`src/rtl/prc_pkg.sv`:
```
// Shared constants and the CORDIC arctangent table for the point rotation core.
`timescale 1ns / 1ps

package prc_pkg;

  localparam int DEF_COORD_BITS    = 16;
  localparam int DEF_CORDIC_STAGES = 16;

  // Angle input format: signed, 1/64 degree per LSB.
  localparam int ANGLE_BITS   = 16;
  localparam int FULL_TURN    = 360 * 64;
  localparam int HALF_TURN    = 180 * 64;
  localparam int QUARTER_TURN = 90 * 64;
  // The CORDIC angle accumulator counts 2^-22 degree, the input angle times 2^16.
  localparam int ANGLE_SHIFT  = 16;

  // CORDIC datapath: Q28 vector, 32-bit angle residual.
  localparam int XY_BITS = 32;
  localparam int Z_BITS  = 32;
  localparam int FRAC    = 28;
  localparam logic signed [XY_BITS-1:0] GAIN_Q28 = 32'sd163008219;

  // round(atan(2^-idx) in degrees * 2^22).
  function automatic logic signed [Z_BITS-1:0] atan_q22(input int idx);
    logic signed [Z_BITS-1:0] val;
    case (idx)
      0:       val = 32'sd188743680;
      1:       val = 32'sd111421900;
      2:       val = 32'sd58872272;
      3:       val = 32'sd29884485;
      4:       val = 32'sd15000234;
      5:       val = 32'sd7507429;
      6:       val = 32'sd3754631;
      7:       val = 32'sd1877430;
      8:       val = 32'sd938729;
      9:       val = 32'sd469366;
      10:      val = 32'sd234683;
      11:      val = 32'sd117342;
      12:      val = 32'sd58671;
      13:      val = 32'sd29335;
      14:      val = 32'sd14668;
      15:      val = 32'sd7334;
      16:      val = 32'sd3667;
      17:      val = 32'sd1833;
      18:      val = 32'sd917;
      19:      val = 32'sd458;
      20:      val = 32'sd229;
      21:      val = 32'sd115;
      22:      val = 32'sd57;
      23:      val = 32'sd29;
      24:      val = 32'sd14;
      25:      val = 32'sd7;
      26:      val = 32'sd4;
      27:      val = 32'sd2;
      28:      val = 32'sd1;
      default: val = 32'sd0;
    endcase
    return val;
  endfunction

endpackage

```
`src/rtl/prc_cell.sv`:
```
// One CORDIC micro-rotation cell that also carries the point geometry along.
`timescale 1ns / 1ps

module prc_cell import prc_pkg::*; #(
  parameter int COORD_BITS = DEF_COORD_BITS,
  parameter int STAGE      = 0
) (
  input  logic                         clk,
  input  logic                         rst,
  input  logic                         en,
  input  logic                         vld_in,
  input  logic signed [XY_BITS-1:0]    x_in,
  input  logic signed [XY_BITS-1:0]    y_in,
  input  logic signed [Z_BITS-1:0]     z_in,
  input  logic signed [COORD_BITS:0]   dx_in,
  input  logic signed [COORD_BITS:0]   dy_in,
  input  logic signed [COORD_BITS-1:0] cx_in,
  input  logic signed [COORD_BITS-1:0] cy_in,
  input  logic                         flip_in,
  output logic                         vld,
  output logic signed [XY_BITS-1:0]    x,
  output logic signed [XY_BITS-1:0]    y,
  output logic signed [Z_BITS-1:0]     z,
  output logic signed [COORD_BITS:0]   dx,
  output logic signed [COORD_BITS:0]   dy,
  output logic signed [COORD_BITS-1:0] cx,
  output logic signed [COORD_BITS-1:0] cy,
  output logic                         flip
);

  localparam logic signed [Z_BITS-1:0] ATAN = atan_q22(STAGE);

  logic signed [XY_BITS-1:0] x_sh;
  logic signed [XY_BITS-1:0] y_sh;
  logic signed [XY_BITS-1:0] x_next;
  logic signed [XY_BITS-1:0] y_next;
  logic signed [Z_BITS-1:0]  z_next;

  // Rotate toward a zero residual; a non-negative residual turns counterclockwise.
  always_comb begin
    x_sh = x_in >>> STAGE;
    y_sh = y_in >>> STAGE;
    if (!z_in[Z_BITS-1]) begin
      x_next = x_in - y_sh;
      y_next = y_in + x_sh;
      z_next = z_in - ATAN;
    end else begin
      x_next = x_in + y_sh;
      y_next = y_in - x_sh;
      z_next = z_in + ATAN;
    end
  end

  always_ff @(posedge clk) begin
    if (rst) begin
      vld <= 1'b0;
    end else if (en) begin
      vld <= vld_in;
    end
  end

  always_ff @(posedge clk) begin
    if (en) begin
      x    <= x_next;
      y    <= y_next;
      z    <= z_next;
      dx   <= dx_in;
      dy   <= dy_in;
      cx   <= cx_in;
      cy   <= cy_in;
      flip <= flip_in;
    end
  end

endmodule

```
`config.mk`:
```
export PLATFORM = sky130hd
export DESIGN_NAME = prc_cell
export DESIGN_NICKNAME = d
export VERILOG_FILES = /design/src/rtl/prc_pkg.sv /design/src/rtl/prc_cell.sv
export SDC_FILE = /design/constraint.sdc
export NUM_CORES = 1
export LEC_CHECK = 0
export BUFFER_PORTS_ARGS = -buffer_cell sky130_fd_sc_hd__buf_2
export CAP_MARGIN = 20
export CELL_PAD_IN_SITES_DETAIL_PLACEMENT = 0
export CELL_PAD_IN_SITES_GLOBAL_PLACEMENT = 1
export CORE_ASPECT_RATIO = 0.75
export CORE_MARGIN = 4
export CORE_UTILIZATION = 43
export CTS_CLUSTER_SIZE = 30
export DETAILED_ROUTE_END_ITERATION = 12
export GPL_ROUTABILITY_DRIVEN = 1
export PLACE_DENSITY_LB_ADDON = 0.12
export SYNTH_ARGS = -nofsm -noshare
export SYNTH_HDL_FRONTEND = slang
export SYNTH_SLANG_ARGS = --single-unit
```
`constraint.sdc`:
```
create_clock -name clk -period 7.2 [get_ports clk]
set_input_delay 0.36 -clock clk [delete_from_list [all_inputs] [get_ports clk]]
set_output_delay 0.36 -clock clk [all_outputs]
set_load 0.05 [all_outputs]
```
Yosys cells after proc, flatten, opt, wreduce, memory -nomap -nowiden
Index checks and enable logic that the tools add are counted.
{ "word_totals": {"wordCells": 17, "out_inout_bits": 164, "regBits": 164} }
{ "op_classes": {"n_addsub": 5, "muxes": 3} }
{ "op_table": {"columns": ["cell", "n"], "rows": [
  ["32-bit 2-to-1 mux", 3],
  ["32-bit subtractor", 2],
  ["32-bit by 29-bit adder with 32-bit output (second input constant)", 1],
  ["32-bit adder", 1],
  ["32-bit by 29-bit subtractor with 32-bit output (second input constant)", 1]
]} }

Logic depth before layout (Yosys ltp)
{ "depth": {"depth_word": 2, "ltp_mapped": 13, "mapped_depth_nobuf": 11} }

Worst setup path after synthesis
Ideal clock, no wire load.
{ "synth_path": {"kind": "input to register", "start": "input x_in[17]", "end": "register x[27] (data pin)", "stages": 10, "required_time_ns": 6.940, "setup_slack_ns": 4.222, "path_buffers": 0, "arrival_time_ns": 2.718, "cell_sequence": "inv_1 -> ha_1 -> or4_4 -> or4b_4 -> a2111oi_4 -> o31ai_2 -> a21oi_2 -> o21a_1 -> a31oi_1 -> xnor2_1"} }
{ "synth_via": {"elab_chain_len": 2, "elab_cells_between_ends": 3} }
{ "synth_lines": {"columns": ["item", "line", "source"], "rows": [
  ["start, declared", "prc_cell.sv:12", "input logic signed [XY_BITS-1:0] x_in,"],
  ["32-bit subtractor / 32-bit adder (equally long branches)", "prc_cell.sv:44, prc_cell.sv:48", null],
  ["32-bit 2-to-1 mux (*)", "prc_cell.sv:43", "if (!z_in[Z_BITS-1]) begin"],
  ["net x_next[27]", "prc_cell.sv:35", "logic signed [XY_BITS-1:0] x_next;"],
  ["end signal, assigned", "prc_cell.sv:64", "x <= x_next;"],
  ["end, declared", "prc_cell.sv:21", "output logic signed [XY_BITS-1:0] x,"]
]} }
Mark *: on every way through the listed nets, which the timed path passes. The rest lies on a longest branch.
A chain may end at the register's enable or synchronous reset.

Worst setup path in the final report
{ "layout_path": {"start": "input x_in[20]", "end": "register x[28] (data pin)"} }
Same word-level chain as after synthesis.

==> metrics.md <==
| Metric | Value |
|---|---|
| Site Rows | 50 |
| Cell count after placement | about 1.7k |
| Core ar. | approximately 0.025 mm2 |
| Worst slew pin tran | just over 1 ns |
| Yosys reg bits | 163 |
| CP max stage cell | nor4_1 |
| Result of the run | complete, no violations |
| Final nets | approximately 1.7k |
| Met2 routed WL | 16.21 mm |
| CTS max path bufs | 2 |
| Cell Chain, Critical Path | buf_2, inv_1, ha_1, nor4_1, nand2_1, or4_1, o31ai_1, nand2_1, o211ai_1, xnor2_1 |
| Clock sinks | about 160 |
| Final hold vios | 0 |
| CTS tree | yes |
| Vias per inst | 5.489 |
| Distinct cell type count after synthesis | slightly below 70 |
| First-pass GRT wire length | 53.81 mm |
| DRT Wirelength | 35.93 mm |
| Post-cts sizing count | 0 |
| Syn Inst Count | around 1.1k |
| Power per standard cell area | roughly 250 mW/mm2 |
| DIE WIDTH | between 150 and 200 um |
| Wire length on met3 | 2.964 mm |
| Clock latency at the later pin of the worst-skew pair | ~0.43 ns |
| # Post-CTS Setup Buffers | 0 |
| CP Launch Type | input port |
| Async S/R FF share, synth | 0 |
| F_max | 0.3042 GHz |
| Crit path kind | in -> reg |
| Routed WL per cell | a little over 20 um |
| Leak | between 5 and 6 nW |
| Clock root buffer | clkbuf_16 |
| CTS Buf Count | 17 |
| H-Tree Depth | 4 |
| ANT nets after route | 0 |
| Final setup vio count | 0 |
| Largest net degree at the start of global routing | 110 |
| RSZ-0062 raised after global routing | no |
| Hold buffers post-CTS | 0 |
| Synth warn | 0 |
| Synth Cell Area | ~0.011 mm2 |
| Slew Viols, Final | 0 |
| Area of the die | approximately 0.028 mm2 |
| Clk_skew | 0 ns |
| DR iter-0 viols | approximately 930 |
| Max-cap viol count | 0 |
| Port bufs | 330 |
| Req. time, crit path | between 7 and 8 ns |
| Die height | approximately 150 um |
| Setup_tns | 0 ns |
| Initial antenna violation count | 2 |
| Post-synth top area share | 0.4440 |
| Power, Total | approximately 3.3 mW |
| Gr usage total | 0.2455 |
| Syn-to-layout area delta | 23.43% |
| Crit path max fanout | 18 |
| Cell accounting for the most synthesized area | edfxtp_1 |
| Most common cell on crit path | nand2_1 |
| DR pass1 iterations | 5 |
| Clock transition at path regs | roughly 0.080 ns |
| Initial cell density of the core | 0.4378 |
| Detailed-route wire length on metal 1 | about 16 mm |
| Share of cells above drive strength 1 | 0.2803 |
| Top sig layer | met4 |
| CP max stage delay | 0.66 ns |
| CP startpoint | x_in[20] |
| Crit share post-route | 0.4565 |
| Top FF cell, synth | edfxtp_1 |
| Crit Reg-Reg Startpoint | vld |
| CP Capture Type | flip-flop |
| Top-Level Pins | 331 |
| CP bufs+invs | 2 |
| Number of global-route vias before repair | 8743 |
| Worst rel slew slack | 0.3265 |
| Min Clock Period, post-route | roughly 3.3 ns |
| HP Class | in -> reg |
| VDD IR max | ~0.16 mV |
| Via count | 9523 |
| Critical path data arrival time | 3.46 ns |
| Fin cells | between 1.5k and 2k |
| Global route overflow | 0 |
| GP Congestion | 0.9116 |
| Mapped Avg Cell Area | a little over 10 um2 |
| Syn_nets | roughly 1.4k |
| Post-synth EDFFs | between 150 and 200 |
| Post-synthesis sequential area ratio | 0.4458 |
| Largest delay share family, worst path | simple AND/OR/NAND/NOR gates |
| Detailed Place HPWL | roughly 29 mm |
| Synth area leaders | edfxtp_1, ha_1, a21oi_1, xnor2_1, inv_1 |
| Hold path startpoint | rst |
| Fin Hold WS | 0.08123 ns |
| DRC | 0 |
-- registers in the layout, summed over array words and instances (netlist names) --
register,count
dy,17
dx,17
vld,1
y,32
x,31
flip,1
z,32
cy,16
cx,16
-- synth_stat cells, types with 7 or more instances --
library cell  instances
xnor2_1              61
inv_1               101
nand3_1              22
a21o_1               15
or2_2                 7
a211oi_1             17
nor2_1               72
o21bai_1             24
ha_1                110
o211ai_1              9
clkbuf_1             31
xor2_1                7
o21ai_0              46
o31ai_1              15
a21oi_1             119
mux2i_1              21
nor4_1                7
edfxtp_1            162
a31oi_1              10
nor2b_1              12
nand2_1              48
buf_1                11
nand4_1              10
or3_1                12
nand2b_1             13
nor3_1               21
-- cell families after synthesis --
family                   count (synthesis)  share of synthesized area
AND/OR/NAND/NOR                        245                     0.1102
multiplexers                            23                    0.02124
adder cells (fa/ha/maj)                113                     0.1311
XOR/XNOR                                68                    0.05436
flip-flops                             163                     0.4458
AO/OA/AOI/OAI                          314                     0.1857
buffers and inverters                  149                    0.05162
-- where the power goes --
group / internal [mW] / switching (mW) / leakage (nW) / total (mW)
clock network: 0.509 / 0.464 / 0.304 / 0.972
logic: 0.308 / 0.843 / 4.09 / 1.15
registers: 1.19 / 0.0306 / 1.59 / 1.22
-- worst register-to-register path, cell delays in order (launching register included) --
cell and delay [ns]:
dfxtp_1 0.31, mux2i_1 0.12, nor2_1 0.05
-- layout by cell type, fill, tap and decap left out, types with 5 or more instances in the layout --
cell and instances:
mux2i_1 21, clkinv_8 6, nand3_1 22, or4_1 5
o31ai_1 15, a31oi_1 10, nand2b_1 13, inv_1 101
nand2_1 48, nor4_1 7, a2111oi_0 6, xnor2_1 61
xor2_1 7, or2_2 7, nor2b_1 12, nand4_1 10
a21oi_1 119, and2_1 5, o21bai_1 24, o211ai_1 9
buf_2 329, a211oi_1 17, inv_8 5, nor3_1 21
o21a_1 5, o21ai_0 46, or3_1 12, clkbuf_16 17
edfxtp_1 162, a21o_1 15, nor2_1 72, ha_1 110
-- layer usage --
metal  vias up  global-route usage
li1       4528                   -
met1      4544              0.3651
met2       423              0.3767
met3        28             0.04302
met4         0             0.05274
met5         -                   0
-- per-stage QoR --
stage                       util  area, um2  setup slack [ns]
after floorplan                -      10960             4.222
after global placement    0.5149      12880             3.536
after detailed placement  0.5149      12880             3.469
after CTS                 0.5403      13520             3.950
after global routing      0.5405      13520             3.829
final                     0.5405      13520             3.913
-- final cells by class --
type | instances | area (um2)
fill | 2343 | 11500
multi-input combinational | 763 | 5507
sequential | 163 | 4885
timing repair buffer | 333 | 1680
clock buffer | 17 | 425.4
tap | 338 | 422.9
inverter | 104 | 390.4
clock inverter | 15 | 209.0
antenna | 2 | 5.005
-- path summary, 6_finish.rpt --
| kind | to | slack [ns] | cells past startpoint |
|---|---|---|---|
| max | x[28] | 3.91 | 10 |
| min | vld | 0.08 | 2 |
| max reg2reg | vld | 6.61 | 2 |
| min reg2reg | vld | 0.50 | 2 |
Note: power is estimated with default switching activity, not from simulation.
