### config.mk
export PLATFORM = sky130hd
export DESIGN_NAME = prc_obuf
export DESIGN_NICKNAME = d
export VERILOG_FILES = /design/src/rtl/prc_obuf.sv
export SDC_FILE = /design/constraint.sdc
export NUM_CORES = 1
export LEC_CHECK = 0
export BUFFER_PORTS_ARGS = -buffer_cell sky130_fd_sc_hd__buf_2
export CELL_PAD_IN_SITES_DETAIL_PLACEMENT = 2
export CELL_PAD_IN_SITES_GLOBAL_PLACEMENT = 2
export CORE_ASPECT_RATIO = 1.5
export CORE_UTILIZATION = 39
export CTS_BUF_LIST = sky130_fd_sc_hd__clkbuf_8
export CTS_CLUSTER_DIAMETER = 40
export DETAILED_ROUTE_END_ITERATION = 12
export PLACE_DENSITY = 0.91
export SYNTH_ARGS = -nofsm -noshare
export SYNTH_HDL_FRONTEND = slang
export SYNTH_SLANG_ARGS = --single-unit
### constraint.sdc
create_clock -name clk -period 3.65 [get_ports clk]
set_input_delay 0.365 -clock clk [delete_from_list [all_inputs] [get_ports clk]]
set_output_delay 0.365 -clock clk [all_outputs]
set_load 0.1 [all_outputs]
### src/rtl/prc_obuf.sv
// Output register with a skid entry; its free slot gates the whole pipeline.
`timescale 1ns / 1ps

module prc_obuf #(
  parameter int WIDTH = 33
) (
  input  logic             clk,
  input  logic             rst,
  input  logic             p_vld,
  input  logic [WIDTH-1:0] p_data,
  output logic             en,
  output logic             out_valid,
  input  logic             out_ready,
  output logic [WIDTH-1:0] out_data
);

  logic             skid_vld;
  logic [WIDTH-1:0] skid_data;
  logic             push;
  logic             pop;

  assign en   = !skid_vld;
  assign push = p_vld && en;
  assign pop  = out_valid && out_ready;

  always_ff @(posedge clk) begin
    if (rst) begin
      out_valid <= 1'b0;
      skid_vld  <= 1'b0;
    end else if (skid_vld) begin
      if (pop) begin
        skid_vld <= 1'b0;
      end
    end else if (push) begin
      if (out_valid && !out_ready) begin
        skid_vld <= 1'b1;
      end else begin
        out_valid <= 1'b1;
      end
    end else if (pop) begin
      out_valid <= 1'b0;
    end
  end

  always_ff @(posedge clk) begin
    if (skid_vld) begin
      if (pop) begin
        out_data <= skid_data;
      end
    end else if (push) begin
      if (out_valid && !out_ready) begin
        skid_data <= p_data;
      end else begin
        out_data <= p_data;
      end
    end
  end

endmodule

After elaboration in Yosys (flattened, before gate mapping)
Index checks and enable logic that the tools add are counted.

Bits in registers: 68. Word-level logic and storage cells: 29. Bits of input ports: 37.

Equality and inequality tests: 3. Reductions and logical operators: 10. Bitwise logic cells: 1. Mux-type cells: 11.

Operator list (number): 33-bit 2-to-1 mux (4); 3-bit AND reduction (3); 1-bit 2-to-1 mux (7); 2-bit != test, second input constant (2); 2-bit nonzero test (2); 1-bit logical AND (3); 1-bit zero test (2); 2-bit by 1-bit != test with 1-bit output, second input constant (1); 1-bit NOT (1).

Depth between registers and ports, before layout
Gate-level depths: netlist of run 1.

Depth after elaboration: 5. Depth in mapped cells: 4. Mapped depth without buffers: 2.

Worst setup path before layout of run 1
No wires, ideal clock.

Path kind: register -> register. From: register out_valid. To: register out_data[0], enable pin. Arrival: 2.851 ns. Stages on the path, launching flop included: 3. Slack: 0.365 ns. Cells stage by stage: dfxtp_1 -> mux2i_1 -> a21oi_1.

Cells in the longest elaborated chain, start to end: 3. Elaborated cells on any way between the ends: 5. Classes of those cells: eq/ne (2); reduce/logical (3).

Ends and longest elaborated chain: start: declaration (line 12) `output logic out_valid,`; start signal: assignment (line 28) `out_valid <= 1'b0;`; start signal: assignment (line 38) `out_valid <= 1'b1;`; start signal: assignment (line 41) `out_valid <= 1'b0;`; 1-bit logical AND, on equally long branches (line 24, 51); 2-bit by 1-bit != test with 1-bit output (no line) or 2-bit != test (tied branches); 3-bit AND reduction (no line) *; end signal: assignment (line 48) `out_data <= skid_data;`; end signal: assignment (line 54) `out_data <= p_data;`; end: declaration (line 14) `output logic [WIDTH-1:0] out_data`.

Mark *: on every way between the ends. The rest lies on a longest branch, timed or not. A chain may end at the register's enable or synchronous reset.

Worst setup path after layout of run 1
From: register skid_vld. To: output port en.

Cells in the longest elaborated chain, start to end: 1.

Ends and longest elaborated chain: start: declaration (line 17) `logic skid_vld;`; start signal: assignment (line 29) `skid_vld <= 1'b0;`; start signal: assignment (line 32) `skid_vld <= 1'b0;`; start signal: assignment (line 36) `skid_vld <= 1'b1;`; 1-bit zero test (line 22) `assign en = !skid_vld;`; end: declaration (line 11) `output logic en,`.

No other way between the ends.

==> Implementation_results.wiki, run 1 <==
{| class="wikitable"
! Metric !! Value
|-
| Run status || completed
|-
| Cell area after technology mapping || 2560 um2
|-
| Maximum number of pins on one net before global-route repair || 38
|-
| Post-CTS setup repair buffer count || 0
|-
| Register-to-Register Path Depth || 2
|-
| Setup repair after global routing missed its margin || no
|-
| TritonCTS clock tree || done
|-
| HPWL Detailed || 3800 um
|-
| Final Skew || 0.00859 ns
|-
| Resize count post-CTS || 0
|-
| Power after layout || 1.81 mW
|-
| Maximum clock rate || 516 MHz
|-
| Slew @ Worst Pin || 1.12 ns
|-
| Portion of the post-synthesis area used by sequential elements || 78.8%
|-
| Port Buf Inserts || 71
|-
| Series of cell instances along the critical path || buf_4, inv_1, buf_2
|-
| Area added between synthesis and finish || 22.7%
|-
| Synthesized area divided by synthesized cell count || 22.1 um2
|-
| Cells after Synth || 116
|-
| Multi-input gate area || 500 um2
|-
| Number of buffers created by CTS || 9
|-
| Total area of sequential cells || 2020 um2
|-
| Routed via count || 1309
|-
| Number of iterations in the first detailed-routing pass || 4
|-
| Clock transition at the registers of the reported paths || 0.06 ns
|-
| Relative contribution of combinational cells to total power || 21.6%
|-
| Number of global-route vias before repair || 1405
|-
| Number of hold buffers added after cts || 0
|-
| Post-route worst setup slack || 1.71 ns
|-
| Yosys top cell by area || sky130_fd_sc_hd__edfxtp_1
|-
| Combined buffer and inverter count along the critical path || 3
|-
| Skew-Pair Late Insertion Delay || 0.34 ns
|-
| Pwr/cell area || 574 nW/um2
|-
| Startpoint Class || flip-flop
|-
| Final count of hold timing violations || 0
|-
| Clk buf depth || 2
|-
| Largest family of logic cells by synthesized area || multiplexers
|-
| Post-synth top flop || sky130_fd_sc_hd__edfxtp_1
|-
| Class of the tightest hold or removal check || primary input to flip-flop
|-
| Crit-path leading delay family || buffers and inverters
|-
| Number of warnings issued by yosys || 0
|-
| Post-Place Worst Slack || 1.70 ns
|-
| Number of maximum-capacitance constraint violations || 0
|-
| Number of flops mapped to enable cells by yosys || 66
|-
| Nets || 233
|-
| Final weighted congestion in routability-driven placement || 0.640
|-
| Routed wire length per instance || 19.1 um
|-
| Critical Path AT || 1.57 ns
|-
| Reg power frac || 51.4%
|-
| Sum of negative setup slack || 0 ns
|-
| Share of cells above drive strength 1 || 59.5%
|-
| Fillers || 591
|-
| Wire length after detailed routing || 5250 um
|-
| Clock root cell || sky130_fd_sc_hd__clkbuf_8
|-
| Slowest Stage Delay on Critical Path || 0.47 ns
|-
| Total number of placement rows || 35
|-
| GRT Overall Usage || 16.5%
|-
| CP Depth || 3
|-
| Destination of the worst hold path || skid_vld
|-
| Fraction of power spent switching nets || 32.4%
|-
| Internal Pwr Total || 1.22 mW
|-
| Fin crit share || 53.1%
|-
| Number of sinks on the clock net || 68
|-
| Total nets after synthesis || 153
|-
| Final setup violation count || 0
|-
| Synthesized-area fraction occupied by xor and xnor cells || 0%
|-
| Period minus WS final || 1.94 ns
|-
| Total overflow reported by the global router || 0
|-
| Count leader, synth || sky130_fd_sc_hd__edfxtp_1
|-
| Sort of element at the end of the critical path || primary output
|-
| Placeable core region || 6260 um2
|-
| Global-route wire length before repair || 7760 um
|-
| Die H || 101 um
|-
| Number of vias per cell || 4.78
|-
| Antenna fix cells || 0
|-
| Worst Path Max Fanout || 37
|-
| Synth area leaders || sky130_fd_sc_hd__edfxtp_1, sky130_fd_sc_hd__mux2_4, sky130_fd_sc_hd__mux2_2
|-
| Clock power share || 27.1%
|-
| Effective utilization at floorplan || 41.0%
|-
| # DRC || 0
|-
| Critical path start-end classification || flip-flop to primary output
|-
| Capturing point of the worst reg2reg path || out_data[7]
|-
| Fraction of post-synthesis cell area in the top cell type by area || 77.3%
|-
| Detailed Route Iter0 Violations || 83
|-
| Slew headroom || 25.4%
|-
| Simple logic cell fraction of the synthesized area || 0.829%
|-
| Net Sw Power || 586 uW
|-
| Number of antenna violations at the first check in global routing || 0
|-
| Post-synthesis compound-gate area fraction || 1.02%
|-
| X dimension of the die || 68.2 um
|-
| IO Pins || 72
|-
| Async set-or-reset flop fraction in the synthesized netlist || 0%
|-
| Mux contribution to synthesized area || 17.2%
|-
| Depth of the worst hold-timing path || 2
|-
| Largest voltage drop on the vdd net || 0.000211 V
|-
| H-tree depth reported by CTS || 3
|-
| CP required || 3.28 ns
|-
| Slack of the worst reg-to-reg path || 1.74 ns
|-
| Arithmetic-cell share of the synthesized area counting full adders, half adders and majority gates || 0%
|-
| Number of max-slew violations in the final report || 0
|-
| Commonest cells in the netlist || sky130_fd_sc_hd__edfxtp_1, sky130_fd_sc_hd__mux2_2, sky130_fd_sc_hd__mux2_4, sky130_fd_sc_hd__inv_1
|-
| Leakage || 1.21 nW
|-
| Launch point of the worst hold path || rst
|-
| Count of different cell masters after synthesis || 15
|-
| Critical register-to-register path startpoint || out_valid
|-
| Yosys reg bits || 68
|-
| DRT antenna net count || 0
|-
| Slowest stage cell, crit path || sky130_fd_sc_hd__buf_4
|-
| Die ar. || 6910 um2
|}
==> kinds of logic (layout without fill, tap and decap cells) <==
logic type | Yosys count | after routing
AOI/OAI and AO/OA | 4 | 4
and+or+nand+nor | 3 | 3
DFF | 68 | 68
buffers and inverters | 7 | 91
muxes | 34 | 34
==> cell type report <==
class	count	area share (%)
timing repair buffer	73	11.8
clock buffer	9	3.94
tap	74	2.94
multi-input combinational	41	15.9
sequential	68	64.3
inverter	3	0.358
clock inverter	6	0.795
==> layout by cell type (no fill, tap or decap) <==
cell type,count
sky130_fd_sc_hd__buf_2,71
sky130_fd_sc_hd__mux2i_1,1
sky130_fd_sc_hd__and4_1,1
sky130_fd_sc_hd__buf_4,2
sky130_fd_sc_hd__a21oi_4,1
sky130_fd_sc_hd__clkinv_2,2
sky130_fd_sc_hd__edfxtp_1,66
sky130_fd_sc_hd__mux2_2,17
sky130_fd_sc_hd__clkbuf_8,9
sky130_fd_sc_hd__nand2b_1,1
sky130_fd_sc_hd__nor2b_1,1
sky130_fd_sc_hd__dfxtp_2,1
sky130_fd_sc_hd__a21oi_1,1
sky130_fd_sc_hd__o32ai_1,1
sky130_fd_sc_hd__mux2_4,16
sky130_fd_sc_hd__inv_1,5
sky130_fd_sc_hd__clkinv_1,2
sky130_fd_sc_hd__dfxtp_1,1
sky130_fd_sc_hd__a211oi_1,1
==> routing by layer <==
layer	wire (um)	part of all wire, %	global-route usage (%)
met5	0	0	0
met4	101	1.9	7.69
met3	227	4.3	4.05
met2	2780	53	25.9
met1	2140	41	21.1
==> registers in the layout, summed over array words and instances, names as in the netlist <==
signal     cells
out_data      33
skid_data     33
out_valid      1
skid_vld       1
==> power by group through the flow <==
stage               combinational, mW  clock [mW]  sequential [mW]
detailed placement              0.394           0            0.946
global route                    0.403       0.533            0.933
finish                          0.390       0.489            0.928
floorplan                      0.0776           0             1.18
CTS                             0.394       0.501            0.929
global placement                0.383           0            0.942
==> through the flow <==
stage	hold WS, ns	std cells	util (%)	area [um2]
5_1_grt	0.207	274	50.2	3150
2_1_floorplan	0.443	116	-	2560
6_report	0.213	274	50.2	3150
3_5_place_dp	0.536	259	47.9	3000
3_3_place_gp	0.527	259	47.9	3000
4_1_cts	0.204	274	50.2	3150
==> worst max path at each step <==
stage	end	slack (ns)	startpoint
after floorplan	out_data[0]	0.37	out_valid
after global placement	out_data[26]	1.80	out_valid
after detailed placement	out_data[11]	1.70	out_valid
after CTS	en	1.67	skid_vld
after global routing	out_data[22]	1.61	out_valid
final	en	1.71	skid_vld
(Power assumes the default switching activity.)
==> run 2, diff against run 1 <==
--- a/config.mk
+++ b/config.mk
@@ -9,11 +9,11 @@
 export CELL_PAD_IN_SITES_DETAIL_PLACEMENT = 2
 export CELL_PAD_IN_SITES_GLOBAL_PLACEMENT = 2
 export CORE_ASPECT_RATIO = 1.5
-export CORE_UTILIZATION = 39
+export CORE_UTILIZATION = 35
 export CTS_BUF_LIST = sky130_fd_sc_hd__clkbuf_8
 export CTS_CLUSTER_DIAMETER = 40
 export DETAILED_ROUTE_END_ITERATION = 12
-export PLACE_DENSITY = 0.91
+export PLACE_DENSITY = 0.87
 export SYNTH_ARGS = -nofsm -noshare
 export SYNTH_HDL_FRONTEND = slang
 export SYNTH_SLANG_ARGS = --single-unit
==> constraint.sdc (replaced) <==
create_clock -name clk -period 1.59 [get_ports clk]
set_input_delay 0.159 -clock clk [delete_from_list [all_inputs] [get_ports clk]]
set_output_delay 0.159 -clock clk [all_outputs]
set_load 0.1 [all_outputs]
==> Implementation_results.wiki, run 2 (synthesis gave the netlist of run 1 again) <==
{| class="wikitable"
! Metric !! Value
|-
| Combined buffer and inverter count along the critical path || 2
|-
| Most common cell after layout, fill and taps aside || sky130_fd_sc_hd__buf_2
|-
| Sum of negative setup slack || 0 ns
|-
| Total overflow reported by the global router || 0
|-
| Skew-Pair Late Insertion Delay || 0.33 ns
|-
| Number of sinks on the clock net || 68
|-
| Leading cell types in the layout, fill and taps excluded || sky130_fd_sc_hd__buf_2, sky130_fd_sc_hd__edfxtp_1, sky130_fd_sc_hd__mux2_2
|-
| Clock root cell || sky130_fd_sc_hd__clkbuf_8
|-
| CP required || 1.43 ns
|-
| Final count of hold timing violations || 0
|-
| Leakage || 1.29 nW
|-
| Crit-path leading delay family || buffers and inverters
|-
| Fin crit share || 87.0%
|-
| Die ar. || 7680 um2
|-
| Wire length after detailed routing || 5530 um
|-
| Nets || 242
|-
| Final weighted congestion in routability-driven placement || 0.655
|-
| Clock power share || 33.2%
|-
| Placeable core region || 6990 um2
|-
| Number of hold buffers added after cts || 3
|-
| Period minus WS final || 1.38 ns
|-
| Final Skew || 0.00811 ns
|-
| Largest registers || out_data x33, skid_data x33
|-
| Maximum number of pins on one net before global-route repair || 34
|-
| IO Pins || 72
|-
| Number of global-route vias before repair || 1527
|-
| Port Buf Inserts || 71
|-
| Pwr/cell area || 1350 nW/um2
|-
| Series of cell instances along the critical path || clkinvlp_4, buf_2
|-
| Setup repair after global routing missed its margin || no
|-
| Sort of element at the end of the critical path || primary output
|-
| Number of vias per cell || 4.50
|-
| Startpoint Class || flip-flop
|-
| Final setup violation count || 0
|-
| Number of buffers created by CTS || 9
|-
| Total number of placement rows || 37
|-
| Run status || completed
|-
| # DRC || 0
|-
| Number of antenna violations at the first check in global routing || 0
|-
| Power after layout || 4.59 mW
|-
| Slew headroom || 66.2%
|-
| Antenna fix cells || 0
|-
| Number of maximum-capacitance constraint violations || 0
|-
| Slack of the worst reg-to-reg path || 0.21 ns
|-
| Slowest stage cell, crit path || sky130_fd_sc_hd__buf_2
|-
| Net Sw Power || 1.41 mW
|-
| Largest voltage drop on the vdd net || 0.000669 V
|-
| X dimension of the die || 71.9 um
|-
| Number of max-slew violations in the final report || 0
|-
| Placed Area || 3090 um2
|-
| Relative contribution of combinational cells to total power || 20.3%
|-
| Resize count post-CTS || 0
|-
| Slew @ Worst Pin || 0.511 ns
|-
| Reg power frac || 46.5%
|-
| Global-route wire length before repair || 8360 um
|-
| Area added between synthesis and finish || 32.1%
|-
| Design Area, Final || 3390 um2
|-
| HPWL Detailed || 3950 um
|-
| Routed via count || 1381
|-
| Clk buf depth || 2
|-
| Fillers || 654
|-
| Class of the tightest hold or removal check || primary input to flip-flop
|-
| Share of cells above drive strength 1 || 61.4%
|-
| Critical Path AT || 1.22 ns
|-
| Internal Pwr Total || 3.18 mW
|-
| Number of iterations in the first detailed-routing pass || 4
|-
| Critical path start-end classification || flip-flop to primary output
|-
| Worst Path Max Fanout || 6
|-
| Routed wire length per instance || 18.0 um
|-
| Fraction of power spent switching nets || 30.7%
|-
| DRT antenna net count || 0
|-
| TritonCTS clock tree || done
|-
| Post-CTS setup repair buffer count || 0
|-
| Die H || 107 um
|-
| H-tree depth reported by CTS || 3
|-
| Clock transition at the registers of the reported paths || 0.07 ns
|-
| Slowest Stage Delay on Critical Path || 0.42 ns
|-
| GRT Overall Usage || 15.3%
|-
| Maximum clock rate || 723 MHz
|-
| Detailed Route Iter0 Violations || 43
|-
| Effective utilization at floorplan || 36.7%
|}
## run 2: cell types whose count changed in the layout (fill, tap and decap cells not counted), sizes merged
cell	before	now
buf	73	74
bufinv	0	2
clkinvlp	0	2
dlygate4sd3	0	8
inv	5	2
## run 2: layout make-up
type	count	area [um2]	area share, %
well taps	97	121	3.58
clock buffers	9	124	3.65
repair buffers	82	495	14.6
flip-flops and latches	68	2030	59.8
clock inverters	7	91.3	2.69
inverters	3	15.0	0.443
multi-input cells	41	515	15.2
## run 2: power by group through the flow
stage          clock, mW  sequential, mW  combinational [mW]
3_5_place_dp           0            2.18               0.927
5_1_grt             1.66            2.14               0.963
2_1_floorplan          0            2.72               0.191
3_3_place_gp           0            2.16               0.904
4_1_cts             1.58            2.14               0.934
6_report            1.52            2.13               0.931
## run 2: routing by layer
layer | routed length, um | track usage, % | up-vias
met3 | 234 | 3.20 | 6
li1 | - | - | 637
met1 | 2140 | 16.6 | 680
met2 | 3070 | 27.6 | 58
met4 | 86 | 7.98 | 0
met5 | 0 | 0 | -
## run 2: path summary, 6_finish.rpt
path	from	end	cells after the start
max	skid_vld	en	2
min	rst	skid_vld	2
max reg2reg	skid_vld	out_data[27]	2
min reg2reg	out_valid	skid_vld	1
## run 2: worst reg2reg max path: stages, from the launching register on
cell and delay, ns:
sky130_fd_sc_hd__dfxtp_2 0.46, sky130_fd_sc_hd__buf_12 0.26, sky130_fd_sc_hd__mux2_2 0.40
## run 2: per-stage QoR
step / hold WS [ns] / utilization (%) / cells / worst slack (ns)
2_1_floorplan: 0.230 / - / 116 / -0.190
3_3_place_gp: 0.341 / 44.3 / 283 / 0.275
3_5_place_dp: 0.354 / 44.3 / 283 / 0.210
4_1_cts: 0.000546 / 47.8 / 302 / 0.173
5_1_grt: 0.00235 / 48.5 / 307 / 0.126
6_report: 0.0137 / 48.5 / 307 / 0.206
==> run 3, diff against run 2 <==
--- a/config.mk
+++ b/config.mk
@@ -9,11 +9,10 @@
 export CELL_PAD_IN_SITES_DETAIL_PLACEMENT = 2
 export CELL_PAD_IN_SITES_GLOBAL_PLACEMENT = 2
 export CORE_ASPECT_RATIO = 1.5
-export CORE_UTILIZATION = 35
-export CTS_BUF_LIST = sky130_fd_sc_hd__clkbuf_8
+export CORE_UTILIZATION = 34
 export CTS_CLUSTER_DIAMETER = 40
 export DETAILED_ROUTE_END_ITERATION = 12
-export PLACE_DENSITY = 0.87
+export PLACE_DENSITY = 0.85
 export SYNTH_ARGS = -nofsm -noshare
 export SYNTH_HDL_FRONTEND = slang
 export SYNTH_SLANG_ARGS = --single-unit
==> Implementation_results.wiki, run 3 (synthesis gave the netlist of run 1 again) <==
{| class="wikitable"
! Metric !! Value
|-
| Sort of element at the end of the critical path || primary output
|-
| Post-route worst setup slack || 0.176 ns
|-
| Period minus WS final || 1.41 ns
|-
| Total overflow reported by the global router || 0
|-
| Routed via count || 1401
|-
| DRT antenna net count || 0
|-
| Fraction of power spent switching nets || 30.7%
|-
| Critical path start-end classification || flip-flop to primary output
|-
| Fin crit share || 89.0%
|-
| Global Route met3 Usage || 3.08%
|-
| Number of iterations in the first detailed-routing pass || 3
|-
| Final count of hold timing violations || 0
|-
| Class of the tightest hold or removal check || primary input to flip-flop
|-
| HPWL Detailed || 3560 um
|-
| Post-CTS setup repair buffer count || 0
|-
| Total area of sequential cells || 2030 um2
|-
| GRT Overall Usage || 14.5%
|-
| Design Area, Final || 3490 um2
|-
| Slew headroom || 66.3%
|-
| Depth of the worst hold-timing path || 1
|-
| Net Sw Power || 1.41 mW
|-
| Number of buffers created by CTS || 9
|-
| Antenna fix cells || 0
|-
| Post-Place Worst Slack || 0.197 ns
|-
| Effective utilization at floorplan || 35.3%
|-
| Final Skew || 0.00911 ns
|-
| Leakage || 1.32 nW
|-
| Critical Path AT || 1.26 ns
|-
| Share of cells above drive strength 1 || 58.2%
|-
| Number of maximum-capacitance constraint violations || 0
|-
| Number of max-slew violations in the final report || 0
|-
| Number of vias per cell || 4.38
|-
| Die H || 108 um
|-
| IO Pins || 72
|-
| TritonCTS clock tree || done
|-
| Clock power share || 33.2%
|-
| Nets || 252
|-
| CP required || 1.43 ns
|-
| Final setup violation count || 0
|-
| Leading cell types in the layout, fill and taps excluded || sky130_fd_sc_hd__buf_2, sky130_fd_sc_hd__edfxtp_1, sky130_fd_sc_hd__mux2_2, sky130_fd_sc_hd__dlygate4sd3_1, sky130_fd_sc_hd__mux2_4
|-
| Slew @ Worst Pin || 0.509 ns
|-
| Number of global-route vias before repair || 1508
|-
| Number of hold buffers added after cts || 15
|-
| Fillers || 699
|-
| Worst hold slack || 0.0161 ns
|-
| # DRC || 0
|-
| Relative contribution of combinational cells to total power || 20.6%
|-
| Area added between synthesis and finish || 36.1%
|-
| Maximum clock rate || 707 MHz
|-
| Detailed Route Iter0 Violations || 65
|-
| Largest registers || out_data x33, skid_data x33
|-
| Run status || completed
|-
| X dimension of the die || 72.9 um
|-
| Global-route wire length before repair || 7960 um
|-
| Final weighted congestion in routability-driven placement || 0.668
|-
| Port Buf Inserts || 71
|-
| Placeable core region || 7270 um2
|-
| Reg power frac || 46.3%
|-
| Largest voltage drop on the vdd net || 0.000634 V
|-
| Final core utilization || 48.0%
|-
| Pwr/cell area || 1320 nW/um2
|-
| Number of sinks on the clock net || 68
|-
| Routed wire length per instance || 16.3 um
|-
| Clock transition at the registers of the reported paths || 0.07 ns
|-
| Layer with the highest usage after global routing || met2
|-
| Placed Area || 3110 um2
|-
| Internal Pwr Total || 3.19 mW
|-
| Most common cell after layout, fill and taps aside || sky130_fd_sc_hd__buf_2
|-
| GRT met2 Usage || 25.3%
|-
| Resize count post-CTS || 0
|-
| Clock root cell || sky130_fd_sc_hd__clkbuf_8
|-
| Multi-input gate area || 515 um2
|-
| Register-to-Register Path Depth || 2
|-
| Setup repair after global routing missed its margin || no
|-
| Clk buf depth || 2
|-
| Worst Path Max Fanout || 7
|-
| Skew-Pair Late Insertion Delay || 0.34 ns
|-
| Total number of placement rows || 38
|-
| Wire length after detailed routing || 5200 um
|-
| Number of antenna violations at the first check in global routing || 0
|-
| Die ar. || 7900 um2
|-
| Maximum number of pins on one net before global-route repair || 34
|-
| Startpoint Class || flip-flop
|-
| Met1 GRT Util || 15.5%
|-
| H-tree depth reported by CTS || 3
|}
## run 3: changes by cell type in the layout (fill, tap and decap cells not counted), sizes merged
cell         previous run  this run
buf                    74        75
clkinvlp                2         3
dlygate4sd3             8        17
clkinv                  4         3
## run 3: worst max-delay path: stages (launching register included)
cell	delay [ns]
sky130_fd_sc_hd__dfxtp_2	0.47
sky130_fd_sc_hd__clkinvlp_4	0.15
sky130_fd_sc_hd__buf_2	0.30
## run 3: power groups by stage
stage          Sequential [mW]  Combinational (mW)  Clock [mW]
4_1_cts                   2.13               0.952        1.58
2_1_floorplan             2.72               0.191           0
6_report                  2.13               0.947        1.53
3_5_place_dp              2.17               0.922           0
3_3_place_gp              2.17               0.905           0
5_1_grt                   2.14               0.983        1.64
## run 3: final timing paths
path	start	endpoint	slack (ns)
setup / recovery	skid_vld	en	0.18
hold / removal	p_data[1]	skid_data[1]	0.02
setup reg to reg	skid_vld	out_data[3]	0.22
hold reg to reg	out_valid	skid_vld	0.52
## run 3: per-layer routing
layer,vias to the layer above,wire length [um]
met5,-,0
met4,0,169
met3,12,177
met2,49,2880
met1,687,1980
li1,653,-
## run 3: cell type report
cell class              count  share of cell area [%]
flip-flops and latches     68                    58.1
inverters                   3                   0.430
repair buffers             92                    17.0
clock buffers               9                    3.55
multi-input cells          41                    14.8
well taps                 100                    3.58
clock inverters             7                    2.62
## run 3: per-stage QoR
step,power [mW],instances,setup TNS [ns]
2_1_floorplan,2.91,116,-11.77
3_3_place_gp,3.07,287,0
3_5_place_dp,3.10,287,0
4_1_cts,4.67,318,0
5_1_grt,4.76,320,0
6_report,4.61,320,0
